`src/rtl/core/tsct_mul.sv`:
```
// two-stage unsigned multiplier with truncating right shift, split into four partial products
module tsct_mul #(
  parameter int AW = 32,
  parameter int BW = 32,
  parameter int SH = 28,
  parameter int OW = 36
) (
  input  logic          clk,
  input  logic [AW-1:0] a,
  input  logic [BW-1:0] b,
  output logic [OW-1:0] p
);

  localparam int AL = AW / 2;
  localparam int AH = AW - AL;
  localparam int BL = BW / 2;
  localparam int BH = BW - BL;
  localparam int FW = AW + BW;

  logic [AL+BL-1:0] pp_ll_r;
  logic [AL+BH-1:0] pp_lh_r;
  logic [AH+BL-1:0] pp_hl_r;
  logic [AH+BH-1:0] pp_hh_r;
  logic [FW-1:0]    full;
  logic [OW-1:0]    p_r;

  always_ff @(posedge clk) begin
    pp_ll_r <= (AL+BL)'(a[AL-1:0]) * (AL+BL)'(b[BL-1:0]);
    pp_lh_r <= (AL+BH)'(a[AL-1:0]) * (AL+BH)'(b[BW-1:BL]);
    pp_hl_r <= (AH+BL)'(a[AW-1:AL]) * (AH+BL)'(b[BL-1:0]);
    pp_hh_r <= (AH+BH)'(a[AW-1:AL]) * (AH+BH)'(b[BW-1:BL]);
  end

  // low a times high b sits at the b split, high a times low b at the a split
  assign full = FW'(pp_ll_r) + (FW'(pp_lh_r) << BL) + (FW'(pp_hl_r) << AL)
              + (FW'(pp_hh_r) << (AL + BL));

  always_ff @(posedge clk) begin
    p_r <= OW'(full >> SH);
  end

  assign p = p_r;

endmodule
```
`config.mk`:
```
export PLATFORM = sky130hd
export DESIGN_NAME = tsct_mul
export DESIGN_NICKNAME = d
export VERILOG_FILES = /design/src/rtl/core/tsct_mul.sv
export SDC_FILE = /design/constraint.sdc
export NUM_CORES = 2
export LEC_CHECK = 0
export BUFFER_PORTS_ARGS = -buffer_cell sky130_fd_sc_hd__clkbuf_2
export CAP_MARGIN = 5
export CORE_ASPECT_RATIO = 1.25
export CORE_MARGIN = 2
export CORE_UTILIZATION = 60
export DETAILED_ROUTE_END_ITERATION = 6
export GPL_TIMING_DRIVEN = 0
export PLACE_DENSITY = 0.86
export SYNTH_ARGS = -nofsm -noshare
export SYNTH_HDL_FRONTEND = slang
export SYNTH_SLANG_ARGS = --single-unit
```
`constraint.sdc`:
```
create_clock -name clk -period 15.7 [get_ports clk]
set_clock_uncertainty 0.1 [all_clocks]
set_input_delay 3.14 -clock clk [delete_from_list [all_inputs] [get_ports clk]]
set_output_delay 3.14 -clock clk [all_outputs]
set_load 0.005 [all_outputs]
```
== After elaboration in Yosys (flattened, before gate mapping) ==
Cells that the tools add are included.
Word-level totals
  register bits: 164
  logic and storage cells: 12
Cells by class
  multipliers: 4
  add/sub/neg operators: 3
Operator list (count)
  multiplier 16 x 16 -> 32 bit: 4
  adder 64 bit: 1
  adder 49 x 48 -> 50 bit: 1
  adder 32 x 48 -> 49 bit: 1

== Depth between registers and ports, before layout ==
  depth after elaboration: 3
  depth in mapped cells: 24

== Worst setup path before layout ==
No wires, ideal clock.
  path type: input to register
  from: input port b[17]
  to: register pp_lh_r[31]
  path slack: 6838 ps
  data arrival time: 8690 ps
  buffers on the path: 2
  cell stages on the path: 22
  path through: clkbuf_1 > nand2_1 > fa_1 > fa_1 > inv_1 > fa_1 > fa_1 > fa_1 > inv_1 > fa_1 > inv_1 > ha_1 > clkbuf_1 > a21o_1 > a21o_1 > a21oi_1 > o31a_1 > o21ai_1 > a221o_1 > a221o_1 > a21oi_1 > xnor2_1
On the way
  longest elaborated chain between the ends: 1
Ends and longest elaborated chain
  from (decl): RTL line 10  | input logic [BW-1:0] b,
  multiplier 16 x 16 -> 32 bit: RTL line 29  | pp_lh_r <= (AL+BH)'(a[AL-1:0]) * (AL+BH)'(b[BW-1:BL]);
  to (signal assigned): RTL line 29
  to (decl): RTL line 21  | logic [AL+BH-1:0] pp_lh_r;
No other way between the ends.

== Final worst setup path ==
  from: input port a[24]
  to: register pp_hh_r[31]
On the way
  longest elaborated chain between the ends: 1
Ends and longest elaborated chain
  from (decl): RTL line 9  | input logic [AW-1:0] a,
  multiplier 16 x 16 -> 32 bit: RTL line 31  | pp_hh_r <= (AH+BH)'(a[AW-1:AL]) * (AH+BH)'(b[BW-1:BL]);
  to (signal assigned): RTL line 31
  to (decl): RTL line 23  | logic [AH+BH-1:0] pp_hh_r;
No other way between the ends.

==> qor.yml <==
detailed_routing:
  number_of_search_and_repair_iterations_in_the_first_detailed_routing_pass: 6
  detailroute.via_count: 31700
  route.final.wire_length_um: 121000
  starting_drc_count_in_detailed_routing: 2487
  ant_nets: 0
  drt-vias-per-instance: 5.88
  drcViolationCount: 0
  routed_wire_length_per_instance_um: 22.5
worst_setup_path:
  critPathSlowestCell: "nor4_1"
  cp.arrival_ns: 10.21
  critical_path.reg2reg.startpoint: "pp_ll_r[19]"
  cp-start-kind: "primary input"
  crit_buf_inv: 6
  cpPeakStageDelay_ns: 0.70
  path_class: "in -> reg"
  crit_path_max_fanout: 10
  cp-end-kind: "flip-flop"
  cpLargestDelayFamily: "adder cells"
  timing.critical_path.mode_cell: "fa_1"
  crit_start: "a[24]"
  critPathRequiredTime_ns: 16.02
  path_cells: "clkbuf_2 > clkbuf_1 > and2_1 > fa_1 > inv_1 > fa_1 > fa_1 > inv_1 > fa_1 > fa_1 > inv_1 > fa_1 > inv_1 > ha_1 > a21oi_1 > o221ai_1 > nor4_1 > o21ai_1 > a21o_1 > nor3_1 > o21bai_1 > a21oi_1 > xnor2_1"
synth:
  most_common_cell_in_the_netlist: "inv_1"
  yosys.area.top_type: "fa_1"
  ys_ff_latch: 148
  syn_nets: 5734
  synthCells: 4400
  average_instance_area_after_synthesis_um2: 8.91
  synthesis.yosys.warnings: 0
  synth_sequential_area_ratio_pct: 7.55
  async_flop_share_pct: 0
  synth_enable_flop_cells: 0
  synth_area_leaders: "fa_1, ha_1, inv_1, and2_1, dfxtp_1"
  post_synth_most_frequent_cells: "inv_1, fa_1, nand2_1"
  synth_top_flop_cell: "dfxtp_1"
  post_synth_num_cell_types: 59
  yosysTopAreaCellShare_pct: 40.4
  synthesis.area_mm2: 0.0392
clock_network:
  ctsResizeCount: 0
  tritoncts.num_buffers: 17
  tritoncts_clock_tree: "yes"
  worst_setup_hold_path_clk_slew_ns: 0.07
  postCtsSetupRepairBufs: 0
  cts_root_buffer: "clkbuf_16"
  clkLatencyLatePin_ns: 0.49
  cts-root-to-sink-buffers: 2
  holdBufCountCts: 0
  ctsHtreeMaxLevel: 4
  clock_sinks: 148
hold_path:
  hp-start: "pp_hh_r[31]"
  min-delay-path-class: "reg -> reg"
timing:
  hold_viol_final: 0
  slew_violations: 0
  max-slew-margin-rel_pct: 22.4
  rsz0062_at_grt: "false"
  layout_worst_path_cycle_share_pct: 63.0
  worst_pin_slew_ns: 1.16
  achievable-frequency_mhz: 101
  setup_viol: 0
  finalCriticalPeriod_ns: 9.89
  final.setup.tns_ns: 0
floorplan:
  die_width_um: 233
  fp.dieH_um: 290
  fp.dieArea_mm2: 0.0674
  placement_row_count: 104
  core-area_mm2: 0.0645
  initial_cell_density_of_the_core_pct: 60.8
  io_pins: 101
layout:
  final_layout_size_suffix_gt1_share_pct: 3.18
  flow.area_growth_from_synthesis_pct: 5.52
  stdcell_count: 5387
  layout.cell_area.non_filler_mm2: 0.0414
  final_nets: 5853
global_route:
  grt_ovf: 0
  grt_usage_pct: 37.2
  grt.busiest_layer: "met2"
  grt.met2_usage_pct: 58.7
  grt_max_degree: 18
  grt.met1_usage_pct: 42.5
  grt_pass1_wl_um: 186000
  first_global_vias: 33700
  groute.layer.met3.usage_pct: 8.52
  antenna_found_initial: 8
placed_design:
  place_hpwl_um: 101000
  detailed_place.area_mm2: 0.0408
  placed_cells: 5348
  routabilityCongestion: 1.01
  placement.io_buffers: 100
run:
  max-cap-violations: 0
run_status:
  run_status: "complete, no violations"
-- worst paths after layout --
path / slack [ns] / depth (start not counted) / endpoint
worst max register to register: 9.31 / 23 / p[35]
worst max-delay path: 5.81 / 23 / pp_hh_r[31]
worst min register to register: 0.34 / 1 / p[35]
worst min-delay path: 0.34 / 1 / p[35]
-- cell usage in the layout (no fill, tap or decap), types with 22 or more instances in the layout --
| master | synthesis | layout |
|---|---|---|
| inv_1 | 956 | 956 |
| a21o_1 | 70 | 70 |
| nor2_1 | 84 | 84 |
| xor2_1 | 53 | 53 |
| o21ai_0 | 41 | 41 |
| nand2_1 | 609 | 609 |
| ha_1 | 478 | 478 |
| fa_1 | 791 | 791 |
| and2_1 | 476 | 476 |
| clkbuf_1 | 210 | 210 |
| xnor2_1 | 89 | 89 |
| nor3_1 | 22 | 22 |
| a21oi_1 | 113 | 113 |
| nand3_1 | 35 | 35 |
| clkbuf_2 | 0 | 100 |
| dfxtp_1 | 148 | 148 |
-- flip-flops by register name, indices dropped and copies added (netlist names) --
register,cells
p,36
pp_hh_r,32
pp_hl_r,32
pp_lh_r,32
pp_ll_r,16
-- logic make-up (layout without fill, tap and decap cells) --
kind of cell,after synthesis,in the layout,synth area share [%]
AOI/OAI and AO/OA,377,377,6.37
xor gates and xnor gates,142,142,3.17
other,0,7,0
DFF,148,148,7.55
adders and majority gates,1269,1269,55.6
and+or+nand+nor,1298,1298,16.1
buffers and inverters,1166,1298,11.2
-- area by class of cell --
class / instances / area, um2
Multi-Input combinational cell: 3086 / 31900
Fill cell: 5258 / 23200
Inverter: 956 / 3590
Sequential cell: 148 / 2960
Tap cell: 848 / 1060
Buffer: 210 / 788
Timing Repair Buffer: 100 / 500
Clock buffer: 17 / 425
Clock inverter: 15 / 159
Antenna cell: 7 / 17.5
-- per-stage QoR --
step                      util (%)  hold WS (ns)  setup WS, ns
after detailed placement      63.2         0.326          5.52
after floorplan                  -         0.309          6.84
after global routing          64.1         0.357          5.57
after CTS                     64.1         0.341          6.03
final                         64.1         0.340          5.81
after global placement        63.2         0.328          5.62
-- routing by layer --
| metal | routed length, um | vias to the layer above |
|---|---|---|
| met1 | 39900 | 15600 |
| met5 | 25 | - |
| met2 | 55700 | 1882 |
| li1 | - | 13500 |
| met4 | 13000 | 4 |
| met3 | 12400 | 658 |
Power is left out: the tool's default activity adds up to more than one toggle a clock period on the data nets, which glitch-free logic cannot reach.
